===== src/swm_pkg.sv =====
// shared constants for the sliding window mode filter
// no dependencies; compiled before the interfaces and modules
package swm_pkg;

	localparam int CFG_W   = 7;
	localparam int COUNT_W = 7;

	localparam logic [CFG_W-1:0] LEN_RESET = CFG_W'(8);

endpackage


===== src/swm_if.sv =====
// valid/ready channel interfaces for sample words and mode result words
// no package dependency; data widths follow SAMPLE_BITS, the count is 7 bits
interface swm_sample_if #(
	parameter int SAMPLE_BITS = 8
);
	logic                   valid;
	logic                   ready;
	logic [SAMPLE_BITS-1:0] sample;

	modport source (output valid, output sample, input ready);
	modport sink   (input valid, input sample, output ready);
endinterface

interface swm_mode_if #(
	parameter int SAMPLE_BITS = 8
);
	logic                   valid;
	logic                   ready;
	logic [SAMPLE_BITS-1:0] mode_value;
	logic [6:0]             mode_count;

	modport source (output valid, output mode_value, output mode_count, input ready);
	modport sink   (input valid, input mode_value, input mode_count, output ready);
endinterface


===== src/swm_ring_ram.sv =====
// ring memory holding the most recent samples
// one write port and two registered read ports; no package dependency
module swm_ring_ram #(
	parameter int DEPTH = 64,
	parameter int WIDTH = 8,
	parameter int AW    = 6
) (
	input  logic             clk,
	input  logic             we,
	input  logic [AW-1:0]    waddr,
	input  logic [WIDTH-1:0] wdata,
	input  logic [AW-1:0]    raddr_a,
	input  logic [AW-1:0]    raddr_b,
	output logic [WIDTH-1:0] rdata_a,
	output logic [WIDTH-1:0] rdata_b
);

	logic [WIDTH-1:0] mem [DEPTH];

	always_ff @(posedge clk) begin
		if (we) begin
			mem[waddr] <= wdata;
		end
	end

	always_ff @(posedge clk) begin
		rdata_a <= mem[raddr_a];
		rdata_b <= mem[raddr_b];
	end

endmodule


===== src/swm_ctrl.sv =====
// sequencer: stores each sample in the ring; with a full window counts every window sample
// against the whole window through two read ports and keeps the best; uses swm_pkg
module swm_ctrl import swm_pkg::*; #(
	parameter int MAX_WINDOW  = 64,
	parameter int SAMPLE_BITS = 8
) (
	input  logic             clk,
	input  logic             arst_n,
	input  logic [CFG_W-1:0] len,
	swm_sample_if.sink       sample_ch,
	swm_mode_if.source       mode_ch
);

	localparam int PTR_W  = (MAX_WINDOW > 1) ? $clog2(MAX_WINDOW) : 1;
	localparam int FILL_W = $clog2(MAX_WINDOW + 1);

	typedef enum logic [1:0] {
		ST_IDLE,
		ST_RUN,
		ST_DRAIN,
		ST_FIN
	} state_t;

	state_t                   state_q;
	logic [PTR_W-1:0]         oldest_q;
	logic [PTR_W-1:0]         newest_q;
	logic [FILL_W-1:0]        fill_q;
	logic [CFG_W-1:0]         len_q;
	logic [PTR_W-1:0]         i_ptr_q;
	logic [PTR_W-1:0]         j_ptr_q;
	logic [COUNT_W-1:0]       i_cnt_q;
	logic [COUNT_W-1:0]       j_cnt_q;
	logic [COUNT_W-1:0]       cnt_q;
	logic                     vld_s1;
	logic [SAMPLE_BITS-1:0]   best_val_q;
	logic [COUNT_W-1:0]       best_cnt_q;
	logic                     out_valid_q;
	logic [SAMPLE_BITS-1:0]   out_value_q;
	logic [COUNT_W-1:0]       out_count_q;

	logic                     ram_we;
	logic [SAMPLE_BITS-1:0]   rdata_a;
	logic [SAMPLE_BITS-1:0]   rdata_b;
	logic [FILL_W-1:0]        fill_next;
	logic [COUNT_W-1:0]       cnt_sum;
	logic                     better;

	function automatic logic [PTR_W-1:0] ptr_inc(input logic [PTR_W-1:0] p);
		logic [PTR_W-1:0] r;
		if (p == PTR_W'(MAX_WINDOW - 1)) begin
			r = '0;
		end else begin
			r = p + PTR_W'(1);
		end
		return r;
	endfunction

	function automatic logic [PTR_W-1:0] ptr_dec(input logic [PTR_W-1:0] p);
		logic [PTR_W-1:0] r;
		if (p == '0) begin
			r = PTR_W'(MAX_WINDOW - 1);
		end else begin
			r = p - PTR_W'(1);
		end
		return r;
	endfunction

	assign sample_ch.ready    = (state_q == ST_IDLE);
	assign ram_we             = sample_ch.valid && (state_q == ST_IDLE);
	assign mode_ch.valid      = out_valid_q;
	assign mode_ch.mode_value = out_value_q;
	assign mode_ch.mode_count = out_count_q;

	assign fill_next = (fill_q == FILL_W'(MAX_WINDOW)) ? fill_q : fill_q + FILL_W'(1);
	// the pending compare lands in the cycle after its address went out
	assign cnt_sum   = cnt_q + COUNT_W'(vld_s1 && (rdata_a == rdata_b));
	assign better    = (cnt_sum > best_cnt_q) ||
		((cnt_sum == best_cnt_q) && (rdata_a < best_val_q));

	swm_ring_ram #(
		.DEPTH (MAX_WINDOW),
		.WIDTH (SAMPLE_BITS),
		.AW    (PTR_W)
	) u_ram (
		.clk     (clk),
		.we      (ram_we),
		.waddr   (oldest_q),
		.wdata   (sample_ch.sample),
		.raddr_a (i_ptr_q),
		.raddr_b (j_ptr_q),
		.rdata_a (rdata_a),
		.rdata_b (rdata_b)
	);

	always_ff @(posedge clk or negedge arst_n) begin
		if (!arst_n) begin
			state_q     <= ST_IDLE;
			oldest_q    <= '0;
			newest_q    <= '0;
			fill_q      <= '0;
			len_q       <= '0;
			i_ptr_q     <= '0;
			j_ptr_q     <= '0;
			i_cnt_q     <= '0;
			j_cnt_q     <= '0;
			cnt_q       <= '0;
			vld_s1      <= 1'b0;
			best_val_q  <= '0;
			best_cnt_q  <= '0;
			out_valid_q <= 1'b0;
			out_value_q <= '0;
			out_count_q <= '0;
		end else begin
			vld_s1 <= (state_q == ST_RUN);
			// in ST_FIN the output register is handled by the load below
			if (out_valid_q && mode_ch.ready && (state_q != ST_FIN)) begin
				out_valid_q <= 1'b0;
			end
			case (state_q)
				ST_IDLE: begin
					if (sample_ch.valid) begin
						oldest_q   <= ptr_inc(oldest_q);
						newest_q   <= oldest_q;
						fill_q     <= fill_next;
						len_q      <= len;
						i_ptr_q    <= oldest_q;
						j_ptr_q    <= oldest_q;
						i_cnt_q    <= '0;
						j_cnt_q    <= '0;
						cnt_q      <= '0;
						best_val_q <= '0;
						best_cnt_q <= '0;
						if (int'(fill_next) >= int'(len)) begin
							state_q <= ST_RUN;
						end
					end
				end
				ST_RUN: begin
					cnt_q   <= cnt_sum;
					j_ptr_q <= ptr_dec(j_ptr_q);
					j_cnt_q <= j_cnt_q + COUNT_W'(1);
					if (j_cnt_q == len_q - CFG_W'(1)) begin
						state_q <= ST_DRAIN;
					end
				end
				ST_DRAIN: begin
					// last compare of this candidate is in cnt_sum now
					if (better) begin
						best_cnt_q <= cnt_sum;
						best_val_q <= rdata_a;
					end
					cnt_q   <= '0;
					j_ptr_q <= newest_q;
					j_cnt_q <= '0;
					if (i_cnt_q == len_q - CFG_W'(1)) begin
						state_q <= ST_FIN;
					end else begin
						i_ptr_q <= ptr_dec(i_ptr_q);
						i_cnt_q <= i_cnt_q + COUNT_W'(1);
						state_q <= ST_RUN;
					end
				end
				ST_FIN: begin
					if (!out_valid_q || mode_ch.ready) begin
						out_valid_q <= 1'b1;
						out_value_q <= best_val_q;
						out_count_q <= best_cnt_q;
						state_q     <= ST_IDLE;
					end
				end
				default: begin
					state_q <= ST_IDLE;
				end
			endcase
		end
	end

endmodule


===== src/sliding_window_mode_filter.sv =====
// a word that fills the window gives its result after a pairwise compare loop over the
// window through the two read ports of the ring memory; other words are only stored
// no new word is taken until that loop and the output load are done; a finished
// result waits in an output register while the next word is taken, and the load
// of the next result waits until the previous one has been taken
// reset sets the window length to 8 and clears the fill count and the ring pointer
module sliding_window_mode_filter import swm_pkg::*; #(
	parameter int MAX_WINDOW  = 64,
	parameter int SAMPLE_BITS = 8
) (
	input  logic             clk,
	input  logic             arst_n,
	input  logic             cfg_we,
	input  logic [CFG_W-1:0] cfg_wdata,
	swm_sample_if.sink       sample_ch,
	swm_mode_if.source       mode_ch
);

	logic [CFG_W-1:0] window_len_q;
	logic [CFG_W-1:0] len_eff;

	always_ff @(posedge clk or negedge arst_n) begin
		if (!arst_n) begin
			window_len_q <= LEN_RESET;
		end else if (cfg_we) begin
			window_len_q <= cfg_wdata;
		end
	end

	// zero means one, anything past the ring depth means the whole ring
	always_comb begin
		if (window_len_q == '0) begin
			len_eff = CFG_W'(1);
		end else if (int'(window_len_q) > MAX_WINDOW) begin
			len_eff = CFG_W'(MAX_WINDOW);
		end else begin
			len_eff = window_len_q;
		end
	end

	swm_ctrl #(
		.MAX_WINDOW  (MAX_WINDOW),
		.SAMPLE_BITS (SAMPLE_BITS)
	) u_ctrl (
		.clk       (clk),
		.arst_n    (arst_n),
		.len       (len_eff),
		.sample_ch (sample_ch),
		.mode_ch   (mode_ch)
	);

`ifndef SYNTHESIS
	a_count_range: assert property (@(posedge clk) disable iff (!arst_n)
		mode_ch.valid |-> (mode_ch.mode_count != '0) &&
			(int'(mode_ch.mode_count) <= int'(len_eff)))
		else $error("mode count outside the window");

	a_load_while_busy: assert property (@(posedge clk) disable iff (!arst_n)
		$rose(mode_ch.valid) |-> $past(!sample_ch.ready))
		else $error("result appeared without a finished scan");

	a_hold_stalled: assert property (@(posedge clk) disable iff (!arst_n)
		(mode_ch.valid && !mode_ch.ready) |=> (mode_ch.valid &&
			$stable(mode_ch.mode_value) && $stable(mode_ch.mode_count)))
		else $error("result word changed while stalled");
`endif

endmodule


===== src/flat_wrapper.sv =====
// flat-port wrapper written by rule: the top's interface ports become plain ports
module sliding_window_mode_filter_flat import swm_pkg::*;
#(
	parameter int MAX_WINDOW  = 64,
	parameter int SAMPLE_BITS = 8
)
  (clk, arst_n, cfg_we, cfg_wdata, sample_ch_valid, sample_ch_sample, sample_ch_ready, mode_ch_valid, mode_ch_mode_value, mode_ch_mode_count, mode_ch_ready);
  swm_sample_if #(.SAMPLE_BITS(SAMPLE_BITS)) sample_ch_i ();
  swm_mode_if #(.SAMPLE_BITS(SAMPLE_BITS)) mode_ch_i ();
  input  logic clk;
  input  logic arst_n;
  input  logic cfg_we;
  input  logic [CFG_W-1:0] cfg_wdata;
  input wire logic [$bits(sample_ch_i.valid)-1:0] sample_ch_valid;
  input wire logic [$bits(sample_ch_i.sample)-1:0] sample_ch_sample;
  output wire logic [$bits(sample_ch_i.ready)-1:0] sample_ch_ready;
  output wire logic [$bits(mode_ch_i.valid)-1:0] mode_ch_valid;
  output wire logic [$bits(mode_ch_i.mode_value)-1:0] mode_ch_mode_value;
  output wire logic [$bits(mode_ch_i.mode_count)-1:0] mode_ch_mode_count;
  input wire logic [$bits(mode_ch_i.ready)-1:0] mode_ch_ready;
  assign sample_ch_i.valid = sample_ch_valid;
  assign sample_ch_i.sample = sample_ch_sample;
  assign sample_ch_ready = sample_ch_i.ready;
  assign mode_ch_valid = mode_ch_i.valid;
  assign mode_ch_mode_value = mode_ch_i.mode_value;
  assign mode_ch_mode_count = mode_ch_i.mode_count;
  assign mode_ch_i.ready = mode_ch_ready;
  sliding_window_mode_filter #(.MAX_WINDOW(MAX_WINDOW), .SAMPLE_BITS(SAMPLE_BITS)) u_core (.clk(clk), .arst_n(arst_n), .cfg_we(cfg_we), .cfg_wdata(cfg_wdata), .sample_ch(sample_ch_i), .mode_ch(mode_ch_i));
endmodule

===== config.mk =====
export PLATFORM = sky130hd
export DESIGN_NAME = sliding_window_mode_filter_flat
export DESIGN_NICKNAME = d
export VERILOG_FILES = /design/src/swm_pkg.sv /design/src/swm_if.sv /design/src/swm_ring_ram.sv /design/src/swm_ctrl.sv /design/src/sliding_window_mode_filter.sv /design/src/flat_wrapper.sv
export SDC_FILE = /design/constraint.sdc
export NUM_CORES = 1
export LEC_CHECK = 0
export BUFFER_PORTS_ARGS = -buffer_cell sky130_fd_sc_hd__buf_2
export CAP_MARGIN = 20
export CORE_MARGIN = 10
export CORE_UTILIZATION = 30
export CTS_BUF_LIST = sky130_fd_sc_hd__clkbuf_2 sky130_fd_sc_hd__clkbuf_4 sky130_fd_sc_hd__clkbuf_8
export DETAILED_ROUTE_END_ITERATION = 6
export HOLD_SLACK_MARGIN = 0.15
export PLACE_DENSITY_LB_ADDON = 0.25
export SYNTH_ARGS = -nofsm -noshare
export SYNTH_HDL_FRONTEND = slang
export SYNTH_HIERARCHICAL = 1
export SYNTH_SLANG_ARGS = --single-unit

===== constraint.sdc =====
create_clock -name clk -period 3.54 [get_ports clk]
set_input_delay 0.354 -clock clk [delete_from_list [all_inputs] [get_ports clk]]
set_output_delay 0.354 -clock clk [all_outputs]
set_load 0.05 [all_outputs]

==> results.cfg, run 1 <==
[outcome]
status = finished, final reports clean

[setup_path]
critPathMaxFanout = 15
critical_path_required_ps = 4140
end_kind = flop
reg2reg_setup_slack_ps = 170
startpoint_type = flop
critical_path_arrival_ps = 3960
critPathKind = flop to flop

[detailed_routing]
vias = 17810
initialDrtViolationCount = 1466
drt-pass1-iter-count = 7
drt_wl_total_um = 84160
ant_nets = 0
wire_per_inst_um = 24.91
route.detailed.drc = 0
viasPerCell = 5.271

[pwr]
cellPowerDensity_mw_per_mm2 = 426.7
ir_worst_vdd_uv = 236.7
total_power_w = 0.01486
p_leak_nw = 11.86

[floorplan]
initial_core_util_pct = 30.30
die_w_um = 335.7
rows = 115
die_h_um = 335.7
dieArea_mm2 = 0.1127
ios = 37
fp.coreArea_mm2 = 0.09871

[cts]
clock_path_buffers = 3
cts.sinks = 628
cts_root_buf = clkbuf_8
worstSkewPairLatency_ps = 740
cts_buffers = 108
tritoncts = built
path_clk_slew_ps = 60
htreeDepth = 3

[final_layout]
multi_input_area_mm2 = 0.01101
seq_area_mm2 = 0.01822
final_area_mm2 = 0.03482
areaGrowthSynthToFinish_pct = 16.42
fill_cells = 9395
drive_gt1_share_pct = 31.76
final_util_pct = 35.27
n_antenna_cell = 0
nets = 2058

[synthesis]
synthAdderAreaFrac_pct = 1.548
synth.area.top_cells = edfxtp_1, mux4_2, dfrtp_1, mux2i_1, nand2_1
synthesis.nets = 1870
synthMuxAreaShare_pct = 23.06
synth-edff-count = 512
netlist_area_mm2 = 0.02991
async_flop_share_pct = 15.92
yosys_register_bits = 628
ys.warnings.count = 6
ys_seq_area_share_pct = 60.85
synth_area_leader_cell = edfxtp_1
synth.distinct_cells = 66
syn_inst = 1813
synth_top_area_share_pct = 51.41
synth_area_per_cell_um2 = 16.50
synthSimpleGateAreaFrac_pct = 5.485
synthXorXnorAreaFrac_pct = 1.389
synthFlopType = edfxtp_1
synth_top_family_by_area = multiplexers
synth_compound_area_share_pct = 5.200

[sta]
hold_viol = 0
skew_ps = 39.60
setup_ws_ps = 172.0
relSlewSlack_pct = 33.42
timing_max_transition_violations_final = 0
fin_crit_ps = 3368
tightest_slew_ps = 995.0
timing.fmax_mhz = 296.9
setup_violations = 0
period_share_pct = 95.14
finalSetupTns_ps = 0

[placed_design]
dp_hpwl_um = 55830
placed_area_mm2 = 0.03226
place_congestion = 0.8006
post-place-ws_ps = -454.5
portBuffers = 36

[global_routing]
grt_pass1_vias = 18720
antenna_found_initial = 2
grt_overflow = 0
gr-usage-all-layers_pct = 14.85
grt_pass1_wl_um = 126000
grt_max_degree = 65

[min_path]
worstHoldPathType = primary input to flop

[run]
cap_violations = 0
what timing repair did:
| item | 4_1_cts | 5_1_grt |
|---|---|---|
| resized for setup | 3 | 7 |
| hold buffers | 21 | 3 |
| gates cloned | 0 | 1 |
| setup endpoints to repair | 15 | 15 |
| endpoints found under the hold margin | 103 | 62 |
| buffers inserted | 0 | 2 |
| pin swaps | 0 | 3 |
registers in the layout, summed over array words and instances, names as in the netlist:
| signal | count |
|---|---|
| u_core/u_ctrl/u_ram/mem | 512 |
| u_core/u_ctrl/best_val_q | 8 |
| u_core/u_ctrl/mode_ch.mode_value | 8 |
| u_core/u_ctrl/u_ram/rdata_a | 8 |
| u_core/u_ctrl/u_ram/rdata_b | 8 |
| u_core/u_ctrl/best_cnt_q | 7 |
| u_core/u_ctrl/cnt_q | 7 |
| u_core/u_ctrl/fill_q | 7 |
| u_core/u_ctrl/i_cnt_q | 7 |
| u_core/u_ctrl/j_cnt_q | 7 |
| u_core/u_ctrl/len_q | 7 |
| u_core/u_ctrl/mode_ch.mode_count | 7 |
| u_core/window_len_q | 7 |
| u_core/u_ctrl/i_ptr_q | 6 |
| u_core/u_ctrl/j_ptr_q | 6 |
| u_core/u_ctrl/newest_q | 6 |
| u_core/u_ctrl/oldest_q | 6 |
| u_core/u_ctrl/state_q | 2 |
| u_core/u_ctrl/mode_ch.valid | 1 |
| u_core/u_ctrl/vld_s1 | 1 |
cells in the mapped netlist, drive strengths merged, types with 14 or more instances:
master and number:
edfxtp 512, ha 37, nand2b 16, mux4 270, clkbuf 53, dfrtp 99
xnor2 23, a22oi 16, nor2b 14, buf 64, a21oi 29, o22ai 20
nand2 132, o21ai 83, inv 44, xor2 21, a22o 16, dfxtp 16
mux2i 69, nor2 99, nand3 49
where the power goes:
group	internal, W	switching [W]	total (W)
sequential	0.00800	0.00000918	0.00801
clock	0.00362	0.00302	0.00664
combinational	0.0000604	0.000145	0.000205
layout by cell type, fill, tap and decap left out, types with 18 or more instances in the layout:
cell and instances:
nand3_1 49, dfrtp_1 93, buf_2 35, edfxtp_1 512
xnor2_1 18, buf_4 118, dlygate4sd3_1 24, nor2_1 99
clkbuf_8 116, nand2_1 132, a21oi_1 29, o22ai_1 20
xor2_1 21, o21ai_0 69, ha_1 36, inv_1 41
mux4_2 270, clkinv_2 19, clkbuf_4 43, mux2i_1 69
critical path, cell delays in order (launching register included):
cell	delay (ps)
dfxtp_1	350
xnor2_1	130
nand4_1	160
nor4_2	150
and3_1	200
ha_1	200
ha_2	220
and3_1	170
xor2_1	210
ha_1	280
nand4_1	120
inv_1	50
nand4_1	100
o21bai_1	110
o311a_1	290
o21ai_4	90
buf_12	180
a22o_1	240
metal layers:
layer | vias up | track usage [%] | part of all wire [%]
met3 | 138 | 3.198 | 6.3
met5 | - | 0 | 0.032
li1 | 7700 | - | -
met1 | 9398 | 20.40 | 44
met2 | 567 | 23.44 | 47
met4 | 4 | 4.389 | 2.6
metrics by stage:
| stage | hold slack, ps | instances |
|---|---|---|
| CTS | 154.4 | 3368 |
| detailed placement | 396.7 | 3147 |
| finish | 213.3 | 3378 |
| global placement | 389.7 | 3147 |
| global route | 207.1 | 3378 |
| floorplan | 58.41 | 1813 |
path summary, 6_finish.rpt:
kind | from | endpoint | cells past startpoint
setup / recovery | u_core/u_ctrl/u_ram/rdata_a[2]$_DFF_P_ | u_core/u_ctrl/best_cnt_q[1]$_DFFE_PN0P_ | 17
hold / removal | sample_ch_sample[4] | u_core/u_ctrl/u_ram/mem[8][4]$_DFFE_PP_ | 1
setup reg to reg | u_core/u_ctrl/u_ram/rdata_a[2]$_DFF_P_ | u_core/u_ctrl/best_cnt_q[1]$_DFFE_PN0P_ | 17
hold reg to reg | u_core/u_ctrl/newest_q[4]$_DFFE_PN0P_ | u_core/u_ctrl/newest_q[4]$_DFFE_PN0P_ | 2
max in group asynchronous | arst_n | u_core/u_ctrl/i_ptr_q[1]$_DFFE_PN0P_ | 4
min in group asynchronous | arst_n | u_core/u_ctrl/oldest_q[2]$_DFFE_PN0P_ | 3
kinds of logic (layout without fill, tap and decap cells):
group           count (synthesis)  after routing
compound gates                234            234
flops                         628            628
xor+xnor                       44             44
mux                           350            350
fa+ha+maj                      37             37
buf+inv                       161            438
simple gates                  359            360
area by class of cell:
type                       instances  share of cell area, %
multi-input combinational       1025                  31.63
inverter                          44                 0.4743
clock buffer                     159                  5.512
tap                             1287                  4.625
sequential                       628                  52.34
timing repair buffer             194                  4.700
clock inverter                    41                 0.7223
Note: power is estimated with default switching activity, not from simulation.
==> run 2, diff against run 1 <==
clock period = 3.75 ns   (was 3.54 ns; I/O delays follow)
==> run 2 against run 1 <==
Clock-buffer cell count fell by 4. Clock skew rose by 5.8 ps. Critical path depth did not move. Final cell count fell by 0.21%. First-iteration DRC count rose by 14%. Sequential cell count did not move. Combinational power fell by 7%. Wire length fell by 0.11%.
==> results.cfg, run 2 (synthesis gave the netlist of run 1 again) <==
[outcome]
status = finished, final reports clean

[global_routing]
antenna_found_initial = 1
grt_pass1_wl_um = 125500
grt_overflow = 0
grt_max_degree = 65
gr-usage-all-layers_pct = 14.82
grt_pass1_vias = 18550

[sta]
finalSetupTns_ps = 0
relSlewSlack_pct = 35.65
period_share_pct = 89.55
setup_violations = 0
tightest_slew_ps = 965.2
timing_max_transition_violations_final = 0
hold_viol = 0
fin_crit_ps = 3358
rsz0062_at_grt = false
timing.fmax_mhz = 297.8
skew_ps = 45.44

[pwr]
cellPowerDensity_mw_per_mm2 = 400.2
seq_power_share_pct = 54.5
p_sw_share_pct = 21.38
ir_worst_vdd_uv = 225.8
p_leak_nw = 11.78
p_comb_share_pct = 1.4
switchingPower_w = 0.002966
internal_power_w = 0.01090
clkPwrFrac_pct = 44.1

[final_layout]
top_register = u_core/u_ctrl/u_ram/mem
fin_cells = 3371
seq_area_mm2 = 0.01822
final_area_mm2 = 0.03465
areaGrowthSynthToFinish_pct = 15.87
nets = 2050
drive_gt1_share_pct = 31.16
multi_input_area_mm2 = 0.01099
largest_reg_flops = 512
fill_cells = 9371
final_common_cell = edfxtp_1
final_cell_mix = edfxtp_1, mux4_2, nand2_1

[placed_design]
place_congestion = 0.8385
portBuffers = 36
place_inst = 3147
dp_hpwl_um = 55810
placed_area_mm2 = 0.03222

[detailed_routing]
initialDrtViolationCount = 1669
vias = 17800
wire_per_inst_um = 24.94
drt-pass1-iter-count = 6
route.detailed.drc = 0
viasPerCell = 5.280
drt_wl_total_um = 84070
ant_nets = 0

[cts]
worstSkewPairLatency_ps = 740
clock_path_buffers = 3
htreeDepth = 3
cts.sinks = 628
cts_root_buf = clkbuf_8
cts_setup_buffers = 0
cts_buffers = 105
tritoncts = built
path_clk_slew_ps = 60

[setup_path]
end_kind = flop
critPathKind = flop to flop
critical_path_required_ps = 4360
rr_startpoint = u_core/u_ctrl/u_ram/rdata_a[2]$_DFF_P_
critPathMaxFanout = 15
max_stage_delay_ps = 380
crit_slowest_cell = dfxtp_1
critical_path_arrival_ps = 3960
path_cells = xnor2_1, nand4_1, nor4_2, and3_1, ha_1, ha_1, and3_1, xor2_1, ha_1, nand4_1, inv_1, nand4_1, o21bai_1, o311a_1, o21ai_1, buf_6, a22o_1
critical_path.startpoint = u_core/u_ctrl/u_ram/rdata_a[2]$_DFF_P_
startpoint_type = flop

[floorplan]
dieArea_mm2 = 0.1127
rows = 115
ios = 37
die_w_um = 335.7
initial_core_util_pct = 30.30
fp.coreArea_mm2 = 0.09871
die_h_um = 335.7

[min_path]
hold_start = sample_ch_sample[4]
worstHoldPathType = primary input to flop

[run]
cap_violations = 0
run 2: cell types whose count changed in the layout (fill, tap and decap cells not counted), sizes merged:
cell / previous run / this run
clkinv: 35 / 33
clkinvlp: 1 / 4
clkbuf: 159 / 155
dlygate4sd3: 24 / 22
diode: 0 / 1
and3: 5 / 4
buf: 170 / 168
run 2: worst paths after layout:
check                      slack, ps  cells past startpoint                                              end
hold / removal                   190                      1         u_core/u_ctrl/u_ram/mem[21][4]$_DFFE_PP_
max in group asynchronous       2540                      3  u_core/u_ctrl/mode_ch.mode_value[5]$_DFFE_PN0P_
setup reg to reg                 390                     17          u_core/u_ctrl/best_cnt_q[6]$_DFFE_PN0P_
setup / recovery                 390                     17          u_core/u_ctrl/best_cnt_q[6]$_DFFE_PN0P_
hold reg to reg                  490                      2  u_core/u_ctrl/mode_ch.mode_count[1]$_DFFE_PN0P_
min in group asynchronous        300                      2               u_core/window_len_q[2]$_DFFE_PN0P_
run 2: layer usage:
metal / up-vias / wire length, um / GRT usage [%] / part of all wire [%]
met5: - / 0 / 0 / 0
met4: 0 / 2436 / 4.464 / 2.9
met3: 138 / 5501 / 3.336 / 6.5
met2: 569 / 39270 / 23.39 / 47
met1: 9401 / 36860 / 20.24 / 44
li1: 7690 / - / - / -
run 2: timing repair:
item | in CTS | in global routing
hold buffers | 20 | 2
gates resized for setup | 0 | 5
endpoints found under the setup margin | 0 | 15
hold endpoints to repair | 140 | 16
run 2: layout make-up:
type	instances	area share (%)
antenna	1	0.007221
clock buffer	155	5.307
clock inverter	42	0.7871
inverter	44	0.4766
multi-input combinational	1024	31.71
sequential	628	52.58
tap	1287	4.647
timing repair buffer	190	4.488
run 2: through the flow:
step	total power [W]	util (%)	hold WS, ps	setup WS [ps]
final	0.01387	35.11	185.9	391.7
after global routing	0.01439	35.11	152.1	18.77
after CTS	0.01404	34.99	155.2	77.96
after global placement	0.007860	32.62	466.3	239.8
after floorplan	0.007731	-	79.41	502.7
after detailed placement	0.007870	32.64	477.1	114.9
run 2: critical path: cells and delay by family, from the launching register on:
| kind | cells | cell delay, ps |
|---|---|---|
| flip-flops | 1 | 380 |
| buffers and inverters | 2 | 250 |
| AND/OR/NAND/NOR | 6 | 880 |
| adder cells (fa/ha/maj) | 3 | 710 |
| XOR/XNOR | 2 | 370 |
| AO/OA/AOI/OAI | 4 | 650 |
run 2: power groups by stage:
stage | clock network (W) | logic (W) | registers, W
finish | 0.00612 | 0.000191 | 0.00756
global route | 0.00662 | 0.000215 | 0.00756
CTS | 0.00629 | 0.000185 | 0.00756
detailed placement | 0 | 0.000163 | 0.00771
global placement | 0 | 0.000154 | 0.00771
floorplan | 0 | 0.0000284 | 0.00770
==> run 3, diff against run 2 <==
CELL_PAD_IN_SITES_DETAIL_PLACEMENT = 0   (was not set)
CELL_PAD_IN_SITES_GLOBAL_PLACEMENT = 2   (was not set)
==> run 3 against run 2 <==
Global-route usage is 1.1 points higher. Clock skew is 33 ps higher. Register-to-register slack hardly changed. Via count is 1.0% higher. Die area stayed put. Setup slack better by 11 ps. Sequential power hardly changed. Total power is 3.3% higher. Critical path type unchanged. Highest routed layer unchanged.
==> results.cfg, run 3 (synthesis gave the netlist of run 1 again) <==
[setup_path]
end_kind = flop
startpoint_type = flop
crit_slowest_cell = dfxtp_1
critPathKind = flop to flop
path_cells = xnor2_1, nand4_1, nor4_1, and3_1, ha_1, ha_1, and3_1, xor2_1, ha_1, nand4_1, inv_1, nand4_1, o21bai_1, o311a_1, o21ai_4, buf_12, a22o_1
critPathMaxFanout = 14
critical_path_arrival_ps = 3940
path_buf_inv = 2
critical_path_required_ps = 4340
cp_top_family = simple AND/OR/NAND/NOR gates
max_stage_delay_ps = 360

[sta]
hold_ws_ps = 236.8
setup_violations = 0
period_share_pct = 89.27
tightest_slew_ps = 976.3
fin_crit_ps = 3348
timing.fmax_mhz = 298.7
setup_ws_ps = 402.5
hold_viol = 0
rsz0062_at_grt = false
relSlewSlack_pct = 34.67
timing_max_transition_violations_final = 0
skew_ps = 78.05

[final_layout]
top_register = u_core/u_ctrl/u_ram/mem
areaGrowthSynthToFinish_pct = 16.85
drive_gt1_share_pct = 31.72
final_common_cell = edfxtp_1
final_util_pct = 35.41
largest_reg_flops = 512
final_cell_mix = edfxtp_1, mux4_2, buf_4
final_area_mm2 = 0.03495
fill_cells = 9409
nets = 2068

[global_routing]
grt_overflow = 0
grt_max_degree = 66
grt_pass1_wl_um = 131600
grt_pass1_vias = 19000
antenna_found_initial = 2
gr-usage-all-layers_pct = 15.90

[cts]
tritoncts = built
cts_root_buf = clkbuf_8
cts_buffers = 109
worstSkewPairLatency_ps = 760
cts.sinks = 628
htreeDepth = 3
clock_path_buffers = 3
path_clk_slew_ps = 60

[pwr]
clkPwrFrac_pct = 45.9
p_comb_share_pct = 1.4
seq_power_share_pct = 52.8
internal_power_w = 0.01122
p_sw_share_pct = 21.70
ir_worst_vdd_uv = 208.4
total_power_w = 0.01433
switchingPower_w = 0.003110
p_leak_nw = 11.93
cellPowerDensity_mw_per_mm2 = 410.1

[min_path]
worstHoldPathType = primary input to flop

[run]
cap_violations = 0

[placed_design]
place_congestion = 0.7952
placed_area_mm2 = 0.03235
portBuffers = 36
dp_hpwl_um = 60370
post-place-ws_ps = -206.4

[detailed_routing]
viasPerCell = 5.295
drt-pass1-iter-count = 5
drt_wl_total_um = 90410
route.detailed.drc = 0
ant_nets = 0
vias = 17980
initialDrtViolationCount = 1611
wire_per_inst_um = 26.63

[floorplan]
dieArea_mm2 = 0.1127
die_w_um = 335.7
initial_core_util_pct = 30.30
fp.coreArea_mm2 = 0.09871
ios = 37
die_h_um = 335.7
rows = 115

[outcome]
status = finished, final reports clean
[run 3: cell types whose count changed in the layout (fill, tap and decap cells not counted), moves of 2 or more]
cell,change
clkbuf_4,-8
clkinv_1,+2
clkinv_2,+4
buf_4,+14
clkbuf_8,+8
bufinv_16,+3
[run 3: routing by layer]
layer  vias to the layer above  track usage, %  routed length, um
met5                         -               0                  0
met4                         0           5.227               2799
met3                       154           3.900               6051
met2                       539           25.57              42800
met1                      9533           20.91              38750
li1                       7750               -                  -
[run 3: final cells by class]
type,instances,area (um^2),area share [%]
antenna,2,5.005,0.01432
sequential,628,18220,52.14
tap,1287,1610,4.608
clock buffer,155,1889,5.406
multi-input combinational,1024,10990,31.43
timing repair buffer,204,1672,4.783
inverter,44,165.2,0.4726
clock inverter,51,399.1,1.142
[run 3: worst reg2reg max path, stage by stage, from the launching register on]
cell      delay [ps]
dfxtp_1          360
xnor2_1          130
nand4_1          130
nor4_1           170
and3_1           210
ha_1             190
ha_1             200
and3_1           180
xor2_1           200
ha_1             280
nand4_1          120
inv_1             50
nand4_1          100
o21bai_1         120
o311a_1          270
o21ai_4          100
buf_12           180
a22o_1           230
[run 3: final timing paths]
| path | to | depth (start not counted) | startpoint | slack [ps] |
|---|---|---|---|---|
| max | u_core/u_ctrl/best_cnt_q[4]$_DFFE_PN0P_ | 17 | u_core/u_ctrl/u_ram/rdata_a[5]$_DFF_P_ | 400 |
| min | u_core/u_ctrl/state_q[0]$_DFFE_PN0P_ | 5 | sample_ch_valid | 240 |
| max reg2reg | u_core/u_ctrl/best_cnt_q[4]$_DFFE_PN0P_ | 17 | u_core/u_ctrl/u_ram/rdata_a[5]$_DFF_P_ | 400 |
| min reg2reg | u_core/u_ctrl/mode_ch.mode_count[4]$_DFFE_PN0P_ | 2 | u_core/u_ctrl/mode_ch.mode_count[4]$_DFFE_PN0P_ | 480 |
| max in group asynchronous | u_core/u_ctrl/oldest_q[3]$_DFFE_PN0P_ | 3 | arst_n | 2550 |
| min in group asynchronous | u_core/window_len_q[0]$_DFFE_PN0P_ | 2 | arst_n | 330 |
[run 3: stage by stage]
stage / TNS [ps] / std cells
after floorplan: 0 / 1813
after detailed placement: -2869 / 3161
after global routing: 0 / 3395
after global placement: -2414 / 3160
final: 0 / 3395
after CTS: 0 / 3388
[run 3: what timing repair did]
| item | in CTS | in global routing |
|---|---|---|
| endpoints found under the setup margin | 15 | 15 |
| gates resized for setup | 1 | 3 |
| pin swaps | 0 | 1 |
| hold buffers | 21 | 2 |
| setup buffers | 0 | 1 |
| endpoints found under the hold margin | 184 | 34 |
[run 3: power groups by stage]
stage,logic (W),registers (W),clock network [W]
after global placement,0.000163,0.00770,0
after global routing,0.000219,0.00756,0.00710
after floorplan,0.0000284,0.00770,0
after CTS,0.000193,0.00756,0.00680
final,0.000194,0.00756,0.00658
after detailed placement,0.000171,0.00771,0
